**src/rtl/rwc_pkg.sv**
```systemverilog
// ----------------------------------------------------------------------------
// rwc_pkg: shared types and constants of the rgb window convolution
// word formats, kernel geometry, register indexes and lane control
// ----------------------------------------------------------------------------
`default_nettype none

package rwc_pkg;

  localparam int KERNEL_SIZE  = 5;
  localparam int KHALF        = KERNEL_SIZE / 2;
  localparam int KTAPS        = KERNEL_SIZE * KERNEL_SIZE;
  localparam int TAP_W        = 5;
  localparam int PIXEL_BITS   = 16;
  localparam int COEF_BITS    = 16;
  localparam int MAX_WIDTH    = 1024;
  localparam int MAX_HEIGHT   = 4096;
  localparam int CFG_W_BITS   = 11;
  localparam int CFG_H_BITS   = 13;
  localparam int ROW_BITS     = 13;
  localparam int OUT_ROW_BITS = 12;
  localparam int OUT_COL_BITS = 10;
  localparam int FUNC_BITS    = 2;
  localparam int APB_AW       = 3;
  localparam int APB_DW       = 32;
  localparam int WIDTH_RESET  = 640;
  localparam int HEIGHT_RESET = 480;

  // register index, taken from paddr[2]
  localparam logic REG_WIDTH  = 1'b0;
  localparam logic REG_HEIGHT = 1'b1;

  typedef enum logic [FUNC_BITS-1:0] {
    FUNC_LOAD  = 2'd0,
    FUNC_PIXEL = 2'd1,
    FUNC_FLUSH = 2'd2
  } func_e;

  typedef logic [PIXEL_BITS-1:0] pix_t;
  typedef logic [COEF_BITS-1:0]  coef_t;

  typedef struct packed {
    pix_t red;
    pix_t green;
    pix_t blue;
  } rgb_t;

  typedef struct packed {
    coef_t red;
    coef_t green;
    coef_t blue;
  } rgb_coef_t;

  typedef struct packed {
    logic                    adv;
    logic                    shift;
    logic                    load;
    logic [TAP_W-1:0]        tap;
    logic [KERNEL_SIZE-1:0]  row_ok;
    logic [KERNEL_SIZE-1:0]  col_ok;
  } lane_ctl_t;

  typedef struct packed {
    logic [OUT_ROW_BITS-1:0] row;
    logic [OUT_COL_BITS-1:0] col;
    logic                    last;
  } pos_t;

endpackage

`default_nettype wire

```
**src/rtl/rwc_if.sv**
```systemverilog
// ----------------------------------------------------------------------------
// rwc_if: stream channels of the rgb window convolution
// input word channel and result word channel, valid/ready
// ----------------------------------------------------------------------------
`default_nettype none


interface rwc_out_if;
  logic                                valid;
  logic                                ready;
  logic [rwc_pkg::PIXEL_BITS-1:0]      out_red;
  logic [rwc_pkg::PIXEL_BITS-1:0]      out_green;
  logic [rwc_pkg::PIXEL_BITS-1:0]      out_blue;
  logic [rwc_pkg::OUT_ROW_BITS-1:0]    out_row;
  logic [rwc_pkg::OUT_COL_BITS-1:0]    out_col;
  logic                                last_of_frame;

  modport source (output valid, out_red, out_green, out_blue, out_row, out_col,
                  last_of_frame, input ready);
  modport sink (input valid, out_red, out_green, out_blue, out_row, out_col,
                last_of_frame, output ready);
endinterface

`default_nettype wire

```
**src/rtl/rwc_merge.sv**
```systemverilog
// ----------------------------------------------------------------------------
// rwc_merge: joins the lane results with the position into a result word
// output register with one skid entry, drives the pipeline advance
// ----------------------------------------------------------------------------
`default_nettype none

module rwc_merge (
  input  wire logic          clk_i,
  input  wire logic          rst_ni,
  input  wire logic          fin_valid_i,
  input  wire rwc_pkg::rgb_t res_i,
  input  wire rwc_pkg::pos_t pos_i,
  output      logic          adv_o,
  rwc_out_if.source          out_o
);

  typedef struct packed {
    rwc_pkg::rgb_t rgb;
    rwc_pkg::pos_t pos;
  } word_t;

  logic  out_v_q;
  logic  skid_v_q;
  word_t out_w_q;
  word_t skid_w_q;
  word_t fin_w;
  logic  take;
  logic  fill;
  logic  out_free;

  assign fin_w    = '{rgb: res_i, pos: pos_i};
  assign take     = out_v_q && out_o.ready;
  assign fill     = fin_valid_i && !skid_v_q;
  assign out_free = !out_v_q || take;

  always_ff @(posedge clk_i or negedge rst_ni) begin
    if (!rst_ni) begin
      out_v_q  <= 1'b0;
      skid_v_q <= 1'b0;
    end else if (skid_v_q) begin
      if (take) begin
        skid_v_q <= 1'b0;
      end
    end else if (out_free) begin
      out_v_q <= fill;
    end else if (fill) begin
      skid_v_q <= 1'b1;
    end
  end

  always_ff @(posedge clk_i) begin
    if (skid_v_q) begin
      if (take) begin
        out_w_q <= skid_w_q;
      end
    end else if (out_free) begin
      out_w_q <= fin_w;
    end else begin
      skid_w_q <= fin_w;
    end
  end

  assign adv_o               = !skid_v_q;
  assign out_o.valid         = out_v_q;
  assign out_o.out_red       = out_w_q.rgb.red;
  assign out_o.out_green     = out_w_q.rgb.green;
  assign out_o.out_blue      = out_w_q.rgb.blue;
  assign out_o.out_row       = out_w_q.pos.row;
  assign out_o.out_col       = out_w_q.pos.col;
  assign out_o.last_of_frame = out_w_q.pos.last;

endmodule

`default_nettype wire

```
**src/flat_wrapper.sv**
```systemverilog
// flat-port wrapper written by rule: the top's interface ports become plain ports
module rwc_merge_flat 
  (clk_i, rst_ni, fin_valid_i, res_i, pos_i, adv_o, out_o_valid, out_o_out_red, out_o_out_green, out_o_out_blue, out_o_out_row, out_o_out_col, out_o_last_of_frame, out_o_ready);
  rwc_out_if out_o_i ();
  input  wire logic clk_i;
  input  wire logic rst_ni;
  input  wire logic fin_valid_i;
  input  wire rwc_pkg::rgb_t res_i;
  input  wire rwc_pkg::pos_t pos_i;
  output      logic adv_o;
  output wire logic [$bits(out_o_i.valid)-1:0] out_o_valid;
  output wire logic [$bits(out_o_i.out_red)-1:0] out_o_out_red;
  output wire logic [$bits(out_o_i.out_green)-1:0] out_o_out_green;
  output wire logic [$bits(out_o_i.out_blue)-1:0] out_o_out_blue;
  output wire logic [$bits(out_o_i.out_row)-1:0] out_o_out_row;
  output wire logic [$bits(out_o_i.out_col)-1:0] out_o_out_col;
  output wire logic [$bits(out_o_i.last_of_frame)-1:0] out_o_last_of_frame;
  input wire logic [$bits(out_o_i.ready)-1:0] out_o_ready;
  assign out_o_valid = out_o_i.valid;
  assign out_o_out_red = out_o_i.out_red;
  assign out_o_out_green = out_o_i.out_green;
  assign out_o_out_blue = out_o_i.out_blue;
  assign out_o_out_row = out_o_i.out_row;
  assign out_o_out_col = out_o_i.out_col;
  assign out_o_last_of_frame = out_o_i.last_of_frame;
  assign out_o_i.ready = out_o_ready;
  rwc_merge u_core (.clk_i(clk_i), .rst_ni(rst_ni), .fin_valid_i(fin_valid_i), .res_i(res_i), .pos_i(pos_i), .adv_o(adv_o), .out_o(out_o_i));
endmodule
```
**config.mk**
```make
export PLATFORM = sky130hd
export DESIGN_NAME = rwc_merge_flat
export DESIGN_NICKNAME = d
export VERILOG_FILES = /design/src/rtl/rwc_pkg.sv /design/src/rtl/rwc_if.sv /design/src/rtl/rwc_merge.sv /design/src/flat_wrapper.sv
export SDC_FILE = /design/constraint.sdc
export NUM_CORES = 1
export LEC_CHECK = 0
export BUFFER_PORTS_ARGS = -buffer_cell sky130_fd_sc_hd__buf_4
export CAP_MARGIN = 20
export CORE_UTILIZATION = 55
export CTS_CLUSTER_DIAMETER = 200
export DETAILED_ROUTE_END_ITERATION = 6
export PLACE_DENSITY = 0.84
export SYNTH_ARGS = -nofsm -noshare
export SYNTH_HDL_FRONTEND = slang
export SYNTH_SLANG_ARGS = --single-unit
export TNS_END_PERCENT = 100
```
**constraint.sdc**
```tcl
create_clock -name clk_i -period 11.9 [get_ports clk_i]
set_input_delay 0.595 -clock clk_i [delete_from_list [all_inputs] [get_ports clk_i]]
set_output_delay 0.595 -clock clk_i [all_outputs]
set_load 0.1 [all_outputs]
```
**Yosys cells after proc, flatten, opt, wreduce, memory -nomap -nowiden**

Index checks and enable logic that the tools add are counted.

- $add $sub $neg: 0
- Multipliers: 0
- Div/mod/pow operators: 0
- Magnitude comparators: 0
- Equal/unequal tests: 1
- Shift operators: 0
- Muxes and demuxes: 7
- Bitwise gates (word level): 2
- Reduce and logical (&&, ||, !) cells: 9

Operator list:

| kind | count |
|---|---|
| $mux W71 | 3 |
| $reduce_and A2 Y1 | 3 |
| $mux W1 | 4 |
| $logic_and A1 B1 Y1 | 2 |
| $logic_not A1 Y1 | 2 |
| $ne A2 B2 Y1 const B | 1 |
| $not A1 Y1 | 2 |
| $reduce_bool A2 Y1 | 1 |
| $logic_or A1 B1 Y1 | 1 |

- Flip-flop bits (word level): 144
- Latch bits: 0
- RAM bits: 0
- ROM bits: 0
- Logic and storage cells: 33
- Memories kept: 0

**Depth between registers and ports, before layout**

- Depth after elaboration: 5
- Gate-level depth with buffers: 4
- Depth with buffers taken out: 2

**Worst setup path after synthesis**

OpenSTA, ideal clock, no wires.

- Path type: reg2reg
- Start: register u_core.out_v_q, in the netlist u_core.out_o.valid
- End: register u_core.skid_w_q[0] (netlist bit) (enable)
- Library setup time: 603 ps
- Data arrival time: 6287 ps
- Required time: 11297 ps
- Slack: 5010 ps
- Stages on the path, launching flop included: 2
- Buffers on the path: 0
- Period minus slack after synthesis: 6890 ps
- Cell sequence: dfrtp_1 > nor3b_1

- Longest elaborated chain between the ends: 4
- Elaborated cells on any way between the ends: 5
- Classes of those cells: bitwise: 1; reduce/logical: 4

Ends and longest elaborated chain:

| element | RTL line | text |
|---|---|---|
| start, declared | rwc_merge.sv:22 | `logic out_v_q;` |
| start signal, assigned | rwc_merge.sv:45 | `out_v_q <= fill;` |
| $logic_not A1 Y1 / $logic_and A1 B1 Y1 (equally long branches) | rwc_merge.sv:34, rwc_merge.sv:32 |  |
| $logic_or A1 B1 Y1 (*) | rwc_merge.sv:34 | `assign out_free = !out_v_q \|\| take;` |
| $not A1 Y1 (no line) (*) | - |  |
| $reduce_and A2 Y1 (no line) (*) | - |  |
| end signal, assigned | rwc_merge.sv:59 | `skid_w_q <= fin_w;` |
| end, declared | rwc_merge.sv:25 | `word_t skid_w_q;` |

Mark *: on every way between the ends. The rest lies on a longest branch, timed or not.
A chain may end at the register's enable or synchronous reset.

**Worst setup path after layout**

- Start: register u_core.skid_v_q
- End: output port adv_o

- Longest elaborated chain between the ends: 1

Ends and longest elaborated chain:

| element | RTL line | text |
|---|---|---|
| start, declared | rwc_merge.sv:23 | `logic skid_v_q;` |
| start signal, assigned | rwc_merge.sv:39 | `skid_v_q <= 1'b0;` |
| start signal, assigned | rwc_merge.sv:42 | `skid_v_q <= 1'b0;` |
| start signal, assigned | rwc_merge.sv:47 | `skid_v_q <= 1'b1;` |
| $logic_not A1 Y1 | rwc_merge.sv:63 | `assign adv_o = !skid_v_q;` |
| end, declared | flat_wrapper.sv:10 | `output logic adv_o;` |

Every way passes these cells.

==> flow_summary.json <==
{
  "finalNonFillerCells": 534,
  "synth_top_family_by_area": "multiplexers",
  "wirelength_mm": 9.11,
  "synth-xor-area-share": 0,
  "grt_setup_unrepaired": "no",
  "fp.dieW_um": 99.5,
  "grt_use_total": 0.190,
  "layout-drive-gt1-share": 0.622,
  "yosysSeqAreaShare": 0.825,
  "clock-sinks": 144,
  "fmax_mhz": 397,
  "worst_pin_slew_ns": 1.04,
  "layout_common_cells": "149 x buf_4, 142 x edfxtp_1, 71 x mux2_2",
  "final_common_cell": "buf_4",
  "worstSetupPathType": "register to output port",
  "status": "finished, final reports clean",
  "setup_viol": 0,
  "layout.nets": 467,
  "cts_buffer_depth": 2,
  "crit_fanout": 76,
  "fin_skew_ns": 0.00774,
  "grt_max_degree": 77,
  "hp-class": "primary input to register",
  "synth_compound_area_frac": 0.00455,
  "wl_per_cell_um": 17.1,
  "synth_mux_area_frac": 0.153,
  "cts-root-buf": "clkbuf_8",
  "slew_viol_final": 0,
  "yosys_warnings": 0,
  "drc": 0,
  "clk_pin_slew_worst_paths_ns": 0.06,
  "synth_adder_area_share": 0,
  "place_inst": 501,
  "avgSynthCellArea_um2": 22.6,
  "ant_nets": 0,
  "htreeDepth": 4,
  "fin_crit_sh": 0.212,
  "dieArea_um2": 9900,
  "area_growth_pct": 34.9,
  "cp.arrival_ns": 1.92,
  "required_ns": 11.31,
  "tns_ns": 0,
  "maxCapViolations": 0,
  "worstRegToRegCells": 2,
  "hpwl_mm": 5.59,
  "hold_viol": 0,
  "antenna_found_initial": 0,
  "num_antenna_cells": 0,
  "syn-num-nets": 306,
  "mappedNetlistArea_um2": 5230,
  "cts_resized": 0,
  "insertion_delay_ns": 0.50,
  "grt_overflow": 0,
  "rows": 35,
  "initialDrtViolationCount": 116,
  "port_buffers": 147,
  "start_kind": "register",
  "drtPass1Iterations": 5,
  "tritoncts": "built",
  "cts_setup_buffers": 0,
  "fin_crit_ns": 2.52,
  "ios": 148,
  "avgViaCountPerCell": 5.05,
  "core_area_um2": 9240,
  "synth.distinct_cells": 13,
  "grt_pass1_wl_mm": 13.7,
  "vias": 2695,
  "syn_inst": 231,
  "cp-end-kind": "output port",
  "synth_seq_cells": 144,
  "gp_congestion": 0.740,
  "slew_headroom": 0.308,
  "grt_pass1_vias": 2761,
  "hold_path_depth": 1,
  "synth_simple_gate_area_frac": 0.00335,
  "start_util": 0.566,
  "cts_buffers": 17,
  "die_height_um": 99.5
}
-- registers in the layout, indices dropped and copies added, names as in the netlist --
register                    flops
u_core.out_o.last_of_frame      1
u_core.out_o.valid              1
u_core.out_o.out_row           12
u_core.skid_w_q                71
u_core.out_o.out_green         16
u_core.out_o.out_blue          16
u_core.skid_v_q                 1
u_core.out_o.out_col           10
u_core.out_o.out_red           16
-- cells by family (layout without fill, tap and decap cells) --
logic type             after synthesis  after routing
muxes                               71             71
and+or+nand+nor                      3              3
buffers and inverters                9            183
DFF                                144            144
AOI/OAI and AO/OA                    4              4
-- layer usage --
layer / global-route usage / share of wire / vias up
met2: 0.306 / 0.50 / 110
met5: 0 / 0 / -
met3: 0.0611 / 0.058 / 12
li1: - / - / 1252
met1: 0.239 / 0.43 / 1321
met4: 0.0860 / 0.010 / 0
-- worst paths after layout --
path	slack [ns]	from	end
worst max register to register	9.58	u_core.skid_v_q	u_core.skid_w_q[27]
worst min register to register	0.54	u_core.skid_w_q[27]	u_core.out_o.out_blue[4]
worst min-delay path	0.28	res_i[13]	u_core.skid_w_q[36]
worst max-delay path	9.38	u_core.skid_v_q	adv_o
min in group asynchronous	0.42	rst_ni	u_core.skid_v_q
max in group asynchronous	11.37	rst_ni	u_core.skid_v_q
-- stage by stage --
| step | hold WS [ns] | worst slack (ns) | instance area, µm² | util |
|---|---|---|---|---|
| 4_1_cts | 0.253 | 9.34 | 7050 | 0.763 |
| 6_report | 0.277 | 9.38 | 7050 | 0.763 |
| 5_1_grt | 0.239 | 9.25 | 7050 | 0.763 |
| 3_5_place_dp | 0.380 | 9.56 | 6460 | 0.699 |
| 3_3_place_gp | 0.378 | 9.63 | 6460 | 0.699 |
| 2_1_floorplan | 0.299 | 5.01 | 5230 | - |
-- timing repair --
| item | in CTS | in global routing |
|---|---|---|
| endpoints found under the setup margin | 0 | 0 |
| hold buffers | 1 | 0 |
| hold endpoints to repair | 2 | 0 |
-- cell usage after synthesis --
cell type    n  area (µm²)
nor3b_1      1        7.51
buf_6        4        45.0
a22o_1       1        8.76
inv_2        1        3.75
o21ai_0      1        5.00
nand2b_1     1        6.26
dfrtp_1      2        50.1
edfxtp_1   142        4260
a21oi_1      2        10.0
mux2_2      71         800
buf_2        3        15.0
nand2_1      1        3.75
buf_4        1        7.51
-- cell type report --
class	count	area, µm²
well taps	129	161
multi-input cells	78	857
fillers	520	2190
clock buffers	19	422
inverters	1	3.75
clock inverters	13	160
repair buffers	150	1130
flip-flops and latches	144	4320
-- worst max-delay path: stages (launching register included) --
cell     delay (ns)
dfrtp_4        1.09
inv_2          0.06
buf_4          0.27
Power is not shown: default switching activity piles up to over one toggle a cycle in this logic, so the estimate is an artifact.
